File: config.mk
export PLATFORM = sky130hd
export DESIGN_NAME = serial_byte_key_tap_injector_flat
export DESIGN_NICKNAME = d
export VERILOG_FILES = /design/src/sbk_pkg.sv /design/src/sbk_if.sv /design/src/sbk_cell.sv /design/src/sbk_seq.sv /design/src/serial_byte_key_tap_injector.sv /design/src/flat_wrapper.sv
export SDC_FILE = /design/constraint.sdc
export NUM_CORES = 1
export LEC_CHECK = 0
export BUFFER_PORTS_ARGS = -buffer_cell sky130_fd_sc_hd__buf_2
export CAP_MARGIN = 25
export CORE_MARGIN = 5
export CORE_UTILIZATION = 45
export CTS_CLUSTER_DIAMETER = 50
export DETAILED_ROUTE_END_ITERATION = 12
export GPL_TIMING_DRIVEN = 0
export HOLD_SLACK_MARGIN = 0.02
export PLACE_DENSITY = 0.69
export SETUP_SLACK_MARGIN = 0.5
export SLEW_MARGIN = 15
export SYNTH_ARGS = -nofsm -noshare
export SYNTH_HDL_FRONTEND = slang
export SYNTH_SLANG_ARGS = --single-unit
File: constraint.sdc
create_clock -name clk -period 4.2 [get_ports clk]
set_input_delay 0.21 -clock clk [delete_from_list [all_inputs] [get_ports clk]]
set_output_delay 0.21 -clock clk [all_outputs]
set_load 0.005 [all_outputs]
File: src/sbk_pkg.sv
package sbk_pkg;

  // Table size and field widths.
  localparam int TAP_SLOTS = 8;
  localparam int CNT_W     = (TAP_SLOTS > 1) ? $clog2(TAP_SLOTS) : 1;
  localparam int KEY_W     = 8;
  localparam int FRAMES_W  = 4;

  localparam logic [FRAMES_W-1:0] TAP_LEN_RESET = 4'd4;

  // Emulator key codes.
  localparam logic [KEY_W-1:0] KC_A      = 8'd1;
  localparam logic [KEY_W-1:0] KC_0      = 8'd27;
  localparam logic [KEY_W-1:0] KC_ESCAPE = 8'd59;
  localparam logic [KEY_W-1:0] KC_ENTER  = 8'd67;
  localparam logic [KEY_W-1:0] KC_SPACE  = 8'd75;
  localparam logic [KEY_W-1:0] KC_LEFT   = 8'd82;
  localparam logic [KEY_W-1:0] KC_RIGHT  = 8'd83;
  localparam logic [KEY_W-1:0] KC_UP     = 8'd84;
  localparam logic [KEY_W-1:0] KC_DOWN   = 8'd85;
  localparam logic [KEY_W-1:0] KC_LSHIFT = 8'd215;

  // Console characters.
  localparam logic [7:0] CH_LF    = 8'h0a;
  localparam logic [7:0] CH_CR    = 8'h0d;
  localparam logic [7:0] CH_ESC   = 8'h1b;
  localparam logic [7:0] CH_SPACE = 8'h20;
  localparam logic [7:0] CH_0     = 8'h30;
  localparam logic [7:0] CH_9     = 8'h39;
  localparam logic [7:0] CH_UP_A  = 8'h41;
  localparam logic [7:0] CH_UP_H  = 8'h48;
  localparam logic [7:0] CH_UP_J  = 8'h4a;
  localparam logic [7:0] CH_UP_K  = 8'h4b;
  localparam logic [7:0] CH_UP_L  = 8'h4c;
  localparam logic [7:0] CH_UP_S  = 8'h53;
  localparam logic [7:0] CH_UP_Z  = 8'h5a;
  localparam logic [7:0] CH_LO_A  = 8'h61;
  localparam logic [7:0] CH_LO_H  = 8'h68;
  localparam logic [7:0] CH_LO_J  = 8'h6a;
  localparam logic [7:0] CH_LO_K  = 8'h6b;
  localparam logic [7:0] CH_LO_L  = 8'h6c;
  localparam logic [7:0] CH_LO_U  = 8'h75;
  localparam logic [7:0] CH_LO_Z  = 8'h7a;

  // One slot of the tap table.
  typedef struct packed {
    logic [KEY_W-1:0]    key;
    logic [FRAMES_W-1:0] frames;
  } slot_t;

  // What an input item asks for.
  typedef enum logic [2:0] {
    OP_NONE,
    OP_TAP,
    OP_LATCH,
    OP_UNLATCH,
    OP_TICK
  } op_t;

  typedef enum logic [1:0] {
    ST_IDLE,
    ST_SCAN,
    ST_SHUP,
    ST_FLUSH
  } state_t;

endpackage

File: src/sbk_if.sv
interface sbk_in_if
  import sbk_pkg::*;
  ();
  logic       valid;
  logic       ready;
  logic       func;
  logic [7:0] byte_value;

  modport source (output valid, func, byte_value, input ready);
  modport sink (input valid, func, byte_value, output ready);
endinterface

interface sbk_out_if
  import sbk_pkg::*;
  ();
  logic             valid;
  logic             ready;
  logic [KEY_W-1:0] key_code;
  logic             pressed;
  logic             last;

  modport source (output valid, key_code, pressed, last, input ready);
  modport sink (input valid, key_code, pressed, last, output ready);
endinterface

File: src/sbk_cell.sv
module sbk_cell
  import sbk_pkg::*;
(
  input  logic  clk,
  input  logic  rst_n,
  input  logic  shift_en,
  input  slot_t d,
  output slot_t q
);

  logic [KEY_W-1:0]    key_r;
  logic [FRAMES_W-1:0] frames_r;

  // The frame count marks the slot free at reset.
  always_ff @(posedge clk) begin
    if (!rst_n) begin
      frames_r <= '0;
    end else if (shift_en) begin
      frames_r <= d.frames;
    end
  end

  // The key is only read while the slot is active.
  always_ff @(posedge clk) begin
    if (shift_en) begin
      key_r <= d.key;
    end
  end

  assign q.key    = key_r;
  assign q.frames = frames_r;

endmodule

File: src/sbk_seq.sv
module sbk_seq
  import sbk_pkg::*;
(
  input  logic                clk,
  input  logic                rst_n,
  sbk_in_if.sink              in_ch,
  sbk_out_if.source           out_ch,
  input  logic                cfg_we,
  input  logic [FRAMES_W-1:0] cfg_data,
  input  slot_t               head,
  output slot_t               tail,
  output logic                shift_en
);

  typedef struct packed {
    op_t              op;
    logic [KEY_W-1:0] code;
    logic             shifted;
  } dec_t;

  // Maps an input item to its operation and key.
  function automatic dec_t decode(logic func, logic [7:0] c);
    dec_t d;
    d.op      = OP_NONE;
    d.code    = '0;
    d.shifted = 1'b0;
    if (func) begin
      d.op = OP_TICK;
    end else begin
      case (c)
        CH_LO_H: begin d.op = OP_TAP; d.code = KC_LEFT; end
        CH_LO_L: begin d.op = OP_TAP; d.code = KC_RIGHT; end
        CH_LO_K: begin d.op = OP_TAP; d.code = KC_UP; end
        CH_LO_J: begin d.op = OP_TAP; d.code = KC_DOWN; end
        CH_UP_H: begin d.op = OP_TAP; d.code = KC_LEFT; d.shifted = 1'b1; end
        CH_UP_L: begin d.op = OP_TAP; d.code = KC_RIGHT; d.shifted = 1'b1; end
        CH_UP_K: begin d.op = OP_TAP; d.code = KC_UP; d.shifted = 1'b1; end
        CH_UP_J: begin d.op = OP_TAP; d.code = KC_DOWN; d.shifted = 1'b1; end
        CH_UP_S: d.op = OP_LATCH;
        CH_LO_U: d.op = OP_UNLATCH;
        CH_SPACE: begin d.op = OP_TAP; d.code = KC_SPACE; end
        CH_CR: begin d.op = OP_TAP; d.code = KC_ENTER; end
        CH_LF: begin d.op = OP_TAP; d.code = KC_ENTER; end
        CH_ESC: begin d.op = OP_TAP; d.code = KC_ESCAPE; end
        default: begin
          if (c >= CH_LO_A && c <= CH_LO_Z) begin
            d.op   = OP_TAP;
            d.code = KEY_W'(KC_A + (c - CH_LO_A));
          end else if (c >= CH_UP_A && c <= CH_UP_Z) begin
            d.op      = OP_TAP;
            d.code    = KEY_W'(KC_A + (c - CH_UP_A));
            d.shifted = 1'b1;
          end else if (c >= CH_0 && c <= CH_9) begin
            d.op   = OP_TAP;
            d.code = KEY_W'(KC_0 + (c - CH_0));
          end
        end
      endcase
    end
    return d;
  endfunction

  state_t              state_r, state_nxt;
  logic [CNT_W-1:0]    cnt_r, cnt_nxt;
  logic                tick_r, tick_nxt;
  logic [KEY_W-1:0]    code_r, code_nxt;
  logic                shup_r, shup_nxt;
  logic                claimed_r, claimed_nxt;
  logic                latched_r, latched_nxt;
  logic [FRAMES_W-1:0] tap_len_r;
  logic                pend_valid_r, pend_valid_nxt;
  logic [KEY_W-1:0]    pend_code_r, pend_code_nxt;
  logic                pend_pressed_r, pend_pressed_nxt;
  logic                out_valid_r, out_valid_nxt;
  logic [KEY_W-1:0]    out_code_r, out_code_nxt;
  logic                out_pressed_r, out_pressed_nxt;
  logic                out_last_r, out_last_nxt;

  dec_t                dec;
  logic                acc;
  logic                out_free;
  logic [FRAMES_W-1:0] tap_len;
  logic                ev_rel, ev_press, scan_ev;
  logic                scan_go, shup_go, flush_go, ev_go;
  logic [KEY_W-1:0]    ev_code;
  logic                ev_pressed;
  logic                cnt_end;

  // Handshake and step conditions.
  assign dec      = decode(in_ch.func, in_ch.byte_value);
  assign in_ch.ready = (state_r == ST_IDLE);
  assign acc      = in_ch.valid && (state_r == ST_IDLE);
  assign out_free = !out_valid_r || out_ch.ready;
  assign tap_len  = (tap_len_r == '0) ? FRAMES_W'(1) : tap_len_r;
  assign cnt_end  = (cnt_r == CNT_W'(TAP_SLOTS - 1));

  // The head cell releases on a tick when its count runs out, or takes a tap when free.
  assign ev_rel   = tick_r && (head.frames == FRAMES_W'(1));
  assign ev_press = !tick_r && !claimed_r && (head.frames == '0);
  assign scan_ev  = ev_rel || ev_press;
  assign scan_go  = (state_r == ST_SCAN) && !(scan_ev && pend_valid_r && !out_free);
  assign shup_go  = (state_r == ST_SHUP) && !(pend_valid_r && !out_free);
  assign flush_go = (state_r == ST_FLUSH) && (!pend_valid_r || out_free);
  assign ev_go    = (scan_go && scan_ev) || shup_go;
  assign shift_en = scan_go;

  always_comb begin
    if (state_r == ST_SHUP) begin
      ev_code    = KC_LSHIFT;
      ev_pressed = 1'b0;
    end else if (tick_r) begin
      ev_code    = head.key;
      ev_pressed = 1'b0;
    end else begin
      ev_code    = code_r;
      ev_pressed = 1'b1;
    end
  end

  // Value that re-enters the ring behind the last cell.
  always_comb begin
    tail = head;
    if (tick_r) begin
      if (head.frames != '0) begin
        tail.frames = head.frames - FRAMES_W'(1);
      end
    end else if (ev_press) begin
      tail.key    = code_r;
      tail.frames = tap_len;
    end
  end

  // Next state.
  always_comb begin
    state_nxt = state_r;
    case (state_r)
      ST_IDLE: begin
        if (acc) begin
          if (dec.op == OP_TICK || dec.op == OP_TAP) begin
            state_nxt = ST_SCAN;
          end else begin
            state_nxt = ST_FLUSH;
          end
        end
      end
      ST_SCAN: begin
        if (scan_go && cnt_end) begin
          state_nxt = shup_r ? ST_SHUP : ST_FLUSH;
        end
      end
      ST_SHUP: begin
        if (shup_go) begin
          state_nxt = ST_FLUSH;
        end
      end
      ST_FLUSH: begin
        if (flush_go) begin
          state_nxt = ST_IDLE;
        end
      end
      default: state_nxt = ST_IDLE;
    endcase
  end

  // Datapath: one event waits in the pending stage until the next one shows
  // whether it is the last of its item.
  always_comb begin
    cnt_nxt          = cnt_r;
    tick_nxt         = tick_r;
    code_nxt         = code_r;
    shup_nxt         = shup_r;
    claimed_nxt      = claimed_r;
    latched_nxt      = latched_r;
    pend_valid_nxt   = pend_valid_r;
    pend_code_nxt    = pend_code_r;
    pend_pressed_nxt = pend_pressed_r;
    out_valid_nxt    = out_ch.ready ? 1'b0 : out_valid_r;
    out_code_nxt     = out_code_r;
    out_pressed_nxt  = out_pressed_r;
    out_last_nxt     = out_last_r;

    if (acc) begin
      tick_nxt         = (dec.op == OP_TICK);
      code_nxt         = dec.code;
      shup_nxt         = dec.shifted;
      claimed_nxt      = 1'b0;
      cnt_nxt          = '0;
      pend_code_nxt    = KC_LSHIFT;
      pend_pressed_nxt = (dec.op != OP_UNLATCH);
      pend_valid_nxt   = dec.shifted || (dec.op == OP_LATCH && !latched_r) ||
                         (dec.op == OP_UNLATCH && latched_r);
      if (dec.op == OP_LATCH) begin
        latched_nxt = 1'b1;
      end else if (dec.op == OP_UNLATCH) begin
        latched_nxt = 1'b0;
      end
    end

    if (scan_go) begin
      cnt_nxt = cnt_r + CNT_W'(1);
      if (ev_press) begin
        claimed_nxt = 1'b1;
      end
    end

    if (ev_go) begin
      if (pend_valid_r) begin
        out_valid_nxt   = 1'b1;
        out_code_nxt    = pend_code_r;
        out_pressed_nxt = pend_pressed_r;
        out_last_nxt    = 1'b0;
      end
      pend_valid_nxt   = 1'b1;
      pend_code_nxt    = ev_code;
      pend_pressed_nxt = ev_pressed;
    end

    if (flush_go && pend_valid_r) begin
      out_valid_nxt   = 1'b1;
      out_code_nxt    = pend_code_r;
      out_pressed_nxt = pend_pressed_r;
      out_last_nxt    = 1'b1;
      pend_valid_nxt  = 1'b0;
    end
  end

  // Control registers.
  always_ff @(posedge clk) begin
    if (!rst_n) begin
      state_r      <= ST_IDLE;
      latched_r    <= 1'b0;
      tap_len_r    <= TAP_LEN_RESET;
      pend_valid_r <= 1'b0;
      out_valid_r  <= 1'b0;
    end else begin
      state_r      <= state_nxt;
      latched_r    <= latched_nxt;
      pend_valid_r <= pend_valid_nxt;
      out_valid_r  <= out_valid_nxt;
      if (cfg_we) begin
        tap_len_r <= cfg_data;
      end
    end
  end

  // Payload registers.
  always_ff @(posedge clk) begin
    cnt_r          <= cnt_nxt;
    tick_r         <= tick_nxt;
    code_r         <= code_nxt;
    shup_r         <= shup_nxt;
    claimed_r      <= claimed_nxt;
    pend_code_r    <= pend_code_nxt;
    pend_pressed_r <= pend_pressed_nxt;
    out_code_r     <= out_code_nxt;
    out_pressed_r  <= out_pressed_nxt;
    out_last_r     <= out_last_nxt;
  end

  assign out_ch.valid    = out_valid_r;
  assign out_ch.key_code = out_code_r;
  assign out_ch.pressed  = out_pressed_r;
  assign out_ch.last     = out_last_r;

endmodule

File: src/serial_byte_key_tap_injector.sv
// Each byte is worked on to the end before the next is taken. A byte that taps no key only
// flushes; a tap or a tick first makes one full turn of the slot ring, then a shifted tap
// releases shift. Output stalls hold the ring once the one-event holding stage is full.
// Reset (synchronous, active low) frees every slot, clears the shift latch and sets the
// tap length to 4; slot keys are not cleared.
module serial_byte_key_tap_injector
  import sbk_pkg::*;
(
  input  logic                clk,
  input  logic                rst_n,
  sbk_in_if.sink              in_ch,
  sbk_out_if.source           out_ch,
  input  logic                cfg_we,
  input  logic [FRAMES_W-1:0] cfg_data
);

  slot_t ring [TAP_SLOTS];
  slot_t tail;
  logic  shift_en;

  // Slot table as a ring: every step moves each slot one cell towards the head.
  for (genvar i = 0; i < TAP_SLOTS; i++) begin : g_cell
    slot_t d_in;
    if (i == TAP_SLOTS - 1) begin : g_end
      assign d_in = tail;
    end else begin : g_mid
      assign d_in = ring[i+1];
    end
    sbk_cell u_cell (
      .clk      (clk),
      .rst_n    (rst_n),
      .shift_en (shift_en),
      .d        (d_in),
      .q        (ring[i])
    );
  end

  // Sequencer at the head of the ring.
  sbk_seq u_seq (
    .clk      (clk),
    .rst_n    (rst_n),
    .in_ch    (in_ch),
    .out_ch   (out_ch),
    .cfg_we   (cfg_we),
    .cfg_data (cfg_data),
    .head     (ring[0]),
    .tail     (tail),
    .shift_en (shift_en)
  );

  // The ring only turns while an item is being worked on.
  a_no_turn_when_ready: assert property (@(posedge clk) disable iff (!rst_n)
    shift_en |-> !in_ch.ready)
    else $error("slot ring turned while the block was ready for input");

  // Every input transfer leaves the block busy in the following cycle.
  a_busy_after_transfer: assert property (@(posedge clk) disable iff (!rst_n)
    (in_ch.valid && in_ch.ready) |=> !in_ch.ready)
    else $error("block ready again straight after an input transfer");

  // The block only leaves idle because an item was taken.
  a_busy_only_on_transfer: assert property (@(posedge clk) disable iff (!rst_n)
    $fell(in_ch.ready) |-> $past(in_ch.valid))
    else $error("block went busy without an input transfer");

endmodule
File: src/flat_wrapper.sv
// flat-port wrapper written by rule: the top's interface ports become plain ports
module serial_byte_key_tap_injector_flat import sbk_pkg::*;
  (clk, rst_n, cfg_we, cfg_data, in_ch_valid, in_ch_func, in_ch_byte_value, in_ch_ready, out_ch_valid, out_ch_key_code, out_ch_pressed, out_ch_last, out_ch_ready);
  sbk_in_if in_ch_i ();
  sbk_out_if out_ch_i ();
  input  logic clk;
  input  logic rst_n;
  input  logic cfg_we;
  input  logic [FRAMES_W-1:0] cfg_data;
  input wire logic [$bits(in_ch_i.valid)-1:0] in_ch_valid;
  input wire logic [$bits(in_ch_i.func)-1:0] in_ch_func;
  input wire logic [$bits(in_ch_i.byte_value)-1:0] in_ch_byte_value;
  output wire logic [$bits(in_ch_i.ready)-1:0] in_ch_ready;
  output wire logic [$bits(out_ch_i.valid)-1:0] out_ch_valid;
  output wire logic [$bits(out_ch_i.key_code)-1:0] out_ch_key_code;
  output wire logic [$bits(out_ch_i.pressed)-1:0] out_ch_pressed;
  output wire logic [$bits(out_ch_i.last)-1:0] out_ch_last;
  input wire logic [$bits(out_ch_i.ready)-1:0] out_ch_ready;
  assign in_ch_i.valid = in_ch_valid;
  assign in_ch_i.func = in_ch_func;
  assign in_ch_i.byte_value = in_ch_byte_value;
  assign in_ch_ready = in_ch_i.ready;
  assign out_ch_valid = out_ch_i.valid;
  assign out_ch_key_code = out_ch_i.key_code;
  assign out_ch_pressed = out_ch_i.pressed;
  assign out_ch_last = out_ch_i.last;
  assign out_ch_i.ready = out_ch_ready;
  serial_byte_key_tap_injector u_core (.clk(clk), .rst_n(rst_n), .in_ch(in_ch_i), .out_ch(out_ch_i), .cfg_we(cfg_we), .cfg_data(cfg_data));
endmodule
# --- After elaboration in Yosys (flattened, before gate mapping) ---
# Cells that the tools add are included.
# Widths: inputs -> output; s select.
word_totals:
  out_inout_bits: 12
  ff_bits: 138
  input_bits: 18
classes:
  n_mux: 49
  magnitude_cmp: 6
  n_addsub: 8
  n_eq_ne: 28
  bitwise: 1
  reduce_logical: 56
op_table:
  columns: ["operator", "count"]
  rows:
  - ["$eq 8x7->1 const B", 10]
  - ["$mux 8", 8]
  - ["$pmux 8 s8", 1]
  - ["$mux 1", 22]
  - ["$mux 11", 2]
  - ["$logic_and 1x1->1", 18]
  - ["$add 1x8->8 const A", 2]
  - ["$eq 8x4->1 const B", 2]
  - ["$ge 8x7->1 const B", 2]
  - ["$le 8x7->1 const B", 2]
  - ["$sub 8x7->8 const B", 2]
  - ["$reduce_or 2->1", 7]
  - ["$mux 12", 1]
  - ["$mux 4", 3]
  - ["$reduce_or 12->1", 1]
  - ["$mux 2", 5]
  - ["$reduce_bool 2->1", 5]
  - ["$reduce_or 10->1", 1]
  - ["$mux 3", 3]
  - ["$mux 9", 1]
  - ["$pmux 3 s3", 1]
  - ["$add 5x8->8 const A", 1]
  - ["$eq 8x5->1 const B", 1]
  - ["$eq 8x6->1 const B", 1]
  - ["25 further kinds", 46]

# --- Logic depth before layout (Yosys ltp) ---
# Gate-level depths: netlist (run 1).
depth:
  ltp_word: 13
  ltp_mapped: 10
  ltp_nobuf: 9

# --- By module ---
# From an unflattened synthesis (run 1), not the netlist that was laid out.
unflattened:
  hier_cells: 464
  area_unflattened_um2: 6040.8
modules_own_cells:
  columns: ["module", "area_each_um2", "seq_area_each_um2", "cells_each", "n_inst"]
  rows:
  - ["sbk_cell", 396.6, 320.3, 21, 8]
  - ["sbk_seq", 2867.8, 1151.1, 296, 1]

# --- Worst setup path after synthesis (run 1) ---
# No wires, ideal clock.
synth_timing:
  kind: "reg2reg"
  startpoint: "reg u_core.g_cell[0].u_cell.frames_r[0]"
  endpoint: "reg u_core.g_cell[0].u_cell.key_r[0], enable pin"
  arrival_time_ps: 3138
  setup_time_ps: 452
  path_buffers: 1
  path_slack_ps: 610
  path_stages_with_launch: 9
  period_less_slack_ps: 3590
  cell_sequence: "dfxtp_1 -> inv_1 -> ha_1 -> or3b_2 -> a211oi_1 -> nand2_1 -> nand2_1 -> inv_2 -> buf_1"
synth_via:
  elab_chain_len: 7
  word_cells_on_any_way: 9
synth_lines:
  columns: ["item", "line_no", "source"]
  rows:
  - ["from (decl)", "sbk_cell.sv:12", "logic [FRAMES_W-1:0] frames_r;"]
  - ["from (signal assigned)", "sbk_cell.sv:19", "frames_r <= d.frames;"]
  - ["$eq 4x1->1 / $logic_not 4->1 (equally long branches)", "sbk_seq.sv:98, sbk_seq.sv:99", null]
  - ["$logic_and 1x1->1 (on tied branches)", "sbk_seq.sv:98, sbk_seq.sv:99", null]
  - ["$logic_or 1x1->1 (*)", "sbk_seq.sv:100", "assign scan_ev = ev_rel || ev_press;"]
  - ["$logic_and 1x1->1 (*) (2 in series)", "sbk_seq.sv:101", "assign scan_go = (state_r == ST_SCAN) && !(scan_ev && pend_valid_r && !out_free);"]
  - ["$logic_not 1->1 (*)", "sbk_seq.sv:101", null]
  - ["$logic_and 1x1->1 (*)", "sbk_seq.sv:101", null]
  - ["net u_core.g_cell[0].u_cell.shift_en", "sbk_cell.sv:6", "input logic shift_en,"]
  - ["to (signal assigned)", "sbk_cell.sv:26", "key_r <= d.key;"]
  - ["to (decl)", "sbk_cell.sv:11", "logic [KEY_W-1:0] key_r;"]
# Mark *: on every way through the listed nets, which the timed path passes. The rest lies on a longest branch.
# A chain may end at the register's enable or synchronous reset.

# --- Final worst setup path (run 1) ---
layout_timing:
  startpoint: "reg u_core.g_cell[0].u_cell.frames_r[1]"
  endpoint: "reg u_core.u_seq.out_code_r[5] (netlist: u_core.u_seq.out_ch.key_code[5]), enable pin"
layout_via:
  elab_chain_len: 11
  word_cells_on_any_way: 13
layout_lines:
  columns: ["item", "line_no", "source"]
  rows:
  - ["$eq 4x1->1 / $logic_not 4->1 (equally long branches)", "sbk_seq.sv:98, sbk_seq.sv:99", null]
  - ["$logic_and 1x1->1 (on tied branches)", "sbk_seq.sv:98, sbk_seq.sv:99", null]
  - ["$logic_or 1x1->1 (*)", "sbk_seq.sv:100", null]
  - ["$logic_and 1x1->1 (2 in series)", "sbk_seq.sv:101", null]
  - ["$logic_not 1->1", "sbk_seq.sv:101", null]
  - ["$logic_and 1x1->1", "sbk_seq.sv:101", null]
  - ["$logic_and 1x1->1 (*)", "sbk_seq.sv:104", "assign ev_go = (scan_go && scan_ev) || shup_go;"]
  - ["$logic_or 1x1->1 (*)", "sbk_seq.sv:104", null]
  - ["$reduce_bool 2->1 (no source line) (*)", null, null]
  - ["$reduce_and 2->1 (no source line) (*)", null, null]
  - ["to (signal assigned)", "sbk_seq.sv:255", "out_code_r <= out_code_nxt;"]
  - ["to (decl)", "sbk_seq.sv:75", "logic [KEY_W-1:0] out_code_r, out_code_nxt;"]
# Every way passes the cells marked *; elsewhere a longest branch is shown, timed or not.

==> run_results.csv, run 1 <==
group,metric,value,unit
critical_path,critPathCaptureType,"flop",
critical_path,crit_arrival,2.90,ns
sta,finalCritPeriodShare,67.43,%
floorplanning,die_w,124.9,um
floorplanning,core,13090,um^2
synthesis,synth_common_cells,"edfxtp_1, nand2_1, a21oi_1",
synthesis,ys_ff_latch,138,
sta,skew,0.007142,ns
clocking,root_buffer,"clkbuf_16",
route,totalWireLength,12.51,mm
synthesis,async_reset_ff_share,0,%
finish,final_util,53.19,%
grt,grt_max_degree,36,
sta,hold_viol,0,
synthesis,syn_area_per_cell,11.62,um^2
placed_design,port_buffers,27,
sta,slew_headroom,45.99,%
grt,grt_pass1_vias,4002,
placed_design,gp_congestion,0.8637,
clocking,cts_sinks,138,
synthesis,yosysMostFrequentCell,"edfxtp_1",
sta,rsz0062_at_grt,"no",
synthesis,ys_warn_count,0,
floorplanning,rows,42,
clocking,cts_resized,0,
min_path,worstHoldPathType,"in -> reg",
job,cap_viol_max_count,0,
synthesis,synth_largest_area_cell,"edfxtp_1",
critical_path,critPathMaxFanout,9,
finish,antenna_cells,0,
finish,seq_area,3714,um^2
floorplanning,die_h,124.9,um
sta,min_period,2.832,ns
grt,gr-usage-all-layers,16.53,%
sta,setup_violations,0,
critical_path,path_class,"reg -> reg",
synthesis,synth_flop_cell,"edfxtp_1",
route,dr.pass1.iters,5,
clocking,clock_latency,0.41,ns
placed_design,hpwl,8.287,mm
sta,tightest_slew,0.8039,ns
synthesis,synth_cells,511,
finish,final_area,6960,um^2
floorplanning,initial_core_util,45.37,%
synthesis,ys_seq_area_share,62.55,%
clocking,hold_buffers,2,
synthesis,synth_top_area_share,48.05,%
clocking,cts_buffers,17,
synthesis,synth_nets,550,
clocking,cts_tree,"built",
critical_path,worstRegToRegCells,7,
floorplanning,die_area,15590,um^2
synthesis,synthTopCellsByArea,"edfxtp_1, dfxtp_1, nand2_1",
grt,antenna_found_initial,0,
route,drcViolationCount,0,
clocking,cts.clk_slew.worst_paths,0.06,ns
sta,fmax,353.1,MHz
finish,drive_gt1_share,15.33,%
placed_design,placed_cell_area,6341,um^2
critical_path,required,4.27,ns
finish,multi_input_area,2047,um^2
route,final_antenna_net_count,0,
grt,grt_pass1_wl,20.49,mm
min_path,hold_depth,3,
finish,fin_nets,600,
synthesis,syn_area,5937,um^2
power,peakVddDrop,0.0003362,V
critical_path,cp-start-kind,"flop",
clocking,cts.path.max_buffers,2,
route,drt_first_iter_violations,460,
clocking,post-cts-setup-buffers,0,
finish,fillers,1073,
route,vias_per_cell,5.431,
power,p_leak,2.483,nW
floorplanning,io_pins,30,
power,total_power,4.262,mW
clocking,cts_htree_levels,4,
route,via_count,4073,
grt,grt-ovfl-total,0,
route,wire_per_inst,16.67,um
sta,drv_slew,0,
finish,area_delta_synth_final,17.24,%
synthesis,ys_types,64,
synthesis,synth_edf_count,95,
power,power_density,612.3,nW/um^2
status,outcome,"complete, no violations",
## critical path: stages (launching register included)
cell      delay (ns)
dfxtp_1         0.34
inv_1           0.12
ha_1            0.24
or3b_2          0.49
a2111o_1        0.49
a21oi_1         0.33
nand2_1         0.15
nand2_1         0.34
## where the power goes
part / switching [mW] / internal [mW] / leakage [nW]
Combinational: 0.534 / 0.265 / 0.979
Clock: 0.563 / 0.936 / 0.286
Sequential: 0.109 / 1.86 / 1.22
## per-stage QoR
stage / hold WS (ns) / worst slack [ns] / instances / setup TNS [ns]
6_report: 0.03997 / 1.368 / 750 / 0
5_1_grt: 0.06285 / 1.159 / 750 / 0
4_1_cts: 0.03299 / 1.384 / 750 / 0
3_5_place_dp: 0.4045 / 1.195 / 716 / 0
3_3_place_gp: 0.4009 / -0.3160 / 714 / -22.41
2_1_floorplan: 0.2719 / 0.6096 / 511 / 0
## final timing paths
kind                            slack, ns                                        startpoint                                         end
worst max-delay path                 1.37  u_core.g_cell[0].u_cell.frames_r[1]$_SDFFE_PN0P_   u_core.u_seq.out_ch.key_code[5]$_DFFE_PP_
worst min-delay path                 0.04                                       cfg_data[3]      u_core.u_seq.tap_len_r[3]$_SDFFE_PN0P_
worst max register to register       1.37  u_core.g_cell[0].u_cell.frames_r[1]$_SDFFE_PN0P_   u_core.u_seq.out_ch.key_code[5]$_DFFE_PP_
worst min register to register       0.42        u_core.g_cell[3].u_cell.key_r[5]$_DFFE_PP_  u_core.g_cell[2].u_cell.key_r[5]$_DFFE_PP_
## sequential cells by signal (all words and copies together), names as in the netlist
signal / flops
u_core.g_cell.u_cell.key_r: 64
u_core.g_cell.u_cell.frames_r: 32
u_core.u_seq.code_r: 8
u_core.u_seq.out_ch.key_code: 8
u_core.u_seq.pend_code_r: 8
u_core.u_seq.tap_len_r: 4
u_core.u_seq.cnt_r: 3
u_core.u_seq.state_r: 2
u_core.u_seq.claimed_r: 1
u_core.u_seq.latched_r: 1
u_core.u_seq.out_ch.last: 1
u_core.u_seq.out_ch.pressed: 1
u_core.u_seq.out_ch.valid: 1
u_core.u_seq.pend_pressed_r: 1
u_core.u_seq.pend_valid_r: 1
u_core.u_seq.shup_r: 1
u_core.u_seq.tick_r: 1
## kinds of logic (layout without fill, tap and decap cells)
logic type               count (synthesis)  count (layout)  synth area share [%]
multiplexers                            23              23                 4.152
adder cells (fa/ha/maj)                 21              21                 4.426
buffers and inverters                   43             106                 2.971
AND/OR/NAND/NOR                        178             178                 13.95
AO/OA/AOI/OAI                          105             105                 11.51
flip-flops                             138             138                 62.55
XOR/XNOR                                 3               3                0.4427
## routing by layer
metal,GRT usage [%],share of wire (%),up-vias
met5,0,0,-
met1,22.57,47,1985
met2,24.94,47,120
met3,4.417,5.6,12
met4,7.079,1.3,0
li1,-,-,1956
## cells in the final DEF, fill, tap and decap left out, drive strengths merged, types with 4 or more instances in the layout
master and instances:
clkinv 6, edfxtp 95, nand2b 6, a211oi 5, mux2 10, nand2 91
ha 21, o211ai 4, clkbuf 35, mux2i 13, a21oi 45, dfxtp 43
nor2 37, nor3 8, nor4 5, o21ai 14, buf 36, inv 22
o22ai 6
## layout make-up
type / instances / share of cell area, %
flip-flops and latches: 138 / 53.35
clock inverters: 14 / 2.445
well taps: 176 / 3.164
repair buffers: 31 / 2.912
plain buffers: 24 / 1.528
multi-input cells: 330 / 29.41
inverters: 19 / 1.025
clock buffers: 18 / 6.166
(Power assumes the default switching activity.)
==> inputs of run 2 (changes only) <==
PLACE_DENSITY = 0.71   (was 0.69)
clock period = 2.3 ns   (was 4.2 ns; I/O delays follow)
==> run_results.csv, run 2 (synthesis results as in run 1) <==
group,metric,value,unit
floorplanning,die_area,15590,um^2
route,via_count,4761,
critical_path,worst_path_max_delay_cell,"or3b_4",
sta,drv_slew,0,
finish,reg_top3,"u_core.g_cell.u_cell.key_r x64, u_core.g_cell.u_cell.frames_r x32",
grt,grt_pass1_wl,23.74,mm
finish,area_delta_synth_final,49.44,%
finish,final_util,67.80,%
status,outcome,"finished, violations left",
clocking,root_buffer,"clkbuf_16",
power,power_density,1103,nW/um^2
route,final_antenna_net_count,0,
sta,tightest_slew,0.7678,ns
placed_design,gp_congestion,0.8640,
critical_path,required,2.58,ns
sta,rsz0062_at_grt,"yes",
route,wire_per_inst,20.80,um
clocking,cts.path.max_buffers,2,
critical_path,cp_top_family,"simple AND/OR/NAND/NOR gates",
critical_path,crit_chain,"inv_4 -> ha_4 -> or3b_4 -> buf_4 -> a211oi_2 -> nand2_1 -> nand2_4 -> buf_6 -> inv_2 -> buf_4 -> o211ai_1 -> a21oi_1",
floorplanning,rows,42,
route,vias_per_cell,5.695,
route,drt_first_iter_violations,542,
critical_path,path_class,"reg -> reg",
power,peakVddDrop,0.0006948,V
route,drcViolationCount,0,
route,dr.pass1.iters,5,
grt,grt-ovfl-total,0,
clocking,cts_sinks,138,
finish,final_cell_mix,"edfxtp_1, nand2_1, dfxtp_1",
sta,fin_ws,-0.02060,ns
clocking,cts.clk_slew.worst_paths,0.06,ns
finish,multi_input_area,2651,um^2
grt,antenna_found_initial,0,
power,total_power,9.788,mW
clocking,clock_latency,0.42,ns
finish,antenna_cells,0,
floorplanning,die_w,124.9,um
sta,hold_ws,0.04948,ns
finish,drive_gt1_share,42.73,%
route,totalWireLength,17.39,mm
critical_path,crit_top_cell,"buf_4",
placed_design,port_buffers,27,
critical_path,cp_num_buf_inv,5,
critical_path,critPathCaptureType,"flop",
sta,hold_viol,0,
clocking,cts_buffers,17,
critical_path,critPathMaxFanout,6,
finish,fillers,819,
grt,grt_pass1_vias,4484,
sta,setup_violations,1,
status,violations,"setup timing",
power,p_leak,3.302,nW
grt,gr-usage-all-layers,19.36,%
critical_path,slowest_delay,0.38,ns
clocking,cts_tree,"built",
clocking,cts_htree_levels,4,
finish,largest_reg_flops,64,
job,cap_viol_max_count,0,
floorplanning,initial_core_util,45.37,%
floorplanning,io_pins,30,
finish,final_common_cell,"edfxtp_1",
finish,largest-register,"u_core.g_cell.u_cell.key_r",
critical_path,cp-start-kind,"flop",
min_path,worstHoldPathType,"in -> reg",
sta,min_period,2.321,ns
sta,slew_headroom,48.81,%
placed_design,pre_cts_slack,-0.3540,ns
sta,skew,0.01171,ns
floorplanning,die_h,124.9,um
finish,seq_area,3722,um^2
placed_design,hpwl,8.178,mm
floorplanning,core,13090,um^2
grt,grt_max_degree,19,
finish,fin_nets,686,
sta,fmax,430.9,MHz
critical_path,crit_arrival,2.60,ns
sta,finalCritPeriodShare,100.9,%
-- run 2: cell type report --
class	instances	share of cell area [%]
plain buffers	24	3.004
clock buffers	21	5.444
clock inverters	11	0.9590
inverters	19	1.424
multi-input cells	332	29.88
flip-flops and latches	138	41.95
well taps	176	2.482
repair buffers	112	14.50
repair inverters	3	0.3526
-- run 2: final timing paths --
check	endpoint	cells past startpoint	slack (ns)	from
min reg2reg	u_core.u_seq.out_ch.key_code[2]$_DFFE_PP_	0	0.41	u_core.u_seq.pend_code_r[2]$_SDFFCE_PP1P_
max reg2reg	u_core.g_cell[7].u_cell.frames_r[1]$_SDFFE_PN0P_	12	-0.02	u_core.g_cell[0].u_cell.frames_r[1]$_SDFFE_PN0P_
max	u_core.g_cell[7].u_cell.frames_r[1]$_SDFFE_PN0P_	12	-0.02	u_core.g_cell[0].u_cell.frames_r[1]$_SDFFE_PN0P_
min	u_core.u_seq.out_ch.valid$_SDFF_PN0_	3	0.05	out_ch_ready
-- run 2: through the flow --
step | instances | TNS (ns) | area (um^2)
floorplan | 511 | 0 | 6207
global placement | 714 | -1.517 | 6563
detailed placement | 714 | -1.725 | 6563
CTS | 808 | 0 | 8220
global route | 836 | -0.5967 | 8872
finish | 836 | -0.02060 | 8872
-- run 2: layer usage --
| metal | up-vias | share of wire (%) | global-route usage [%] |
|---|---|---|---|
| li1 | 2141 | - | - |
| met3 | 60 | 6.8 | 5.360 |
| met4 | 0 | 2.9 | 7.398 |
| met5 | - | 0 | 0 |
| met2 | 208 | 50 | 30.69 |
| met1 | 2352 | 41 | 25.41 |
-- run 2: worst register-to-register path, stage by stage (launching register included) --
cell      delay, ns
dfxtp_4        0.36
inv_4          0.07
ha_4           0.13
or3b_4         0.38
buf_4          0.14
a211oi_2       0.18
nand2_1        0.13
nand2_4        0.25
buf_6          0.14
inv_2          0.06
buf_4          0.15
o211ai_1       0.09
a21oi_1        0.10
-- run 2: power breakdown --
group          internal [mW]  leakage, nW  switching, mW
Clock                   1.52        0.279           1.07
Sequential              3.39         1.22          0.257
Combinational           1.90         1.80           1.65
Total                   6.81         3.30           2.98
-- run 2: repair_timing --
| action | CTS | global route |
|---|---|---|
| pin swaps | 44 | 28 |
| cloned | 14 | 8 |
| endpoints found under the setup margin | 150 | 163 |
| endpoints found under the hold margin | 5 | 0 |
| setup buffers | 43 | 20 |
| hold buffers | 5 | 0 |
| gates resized for setup | 87 | 89 |
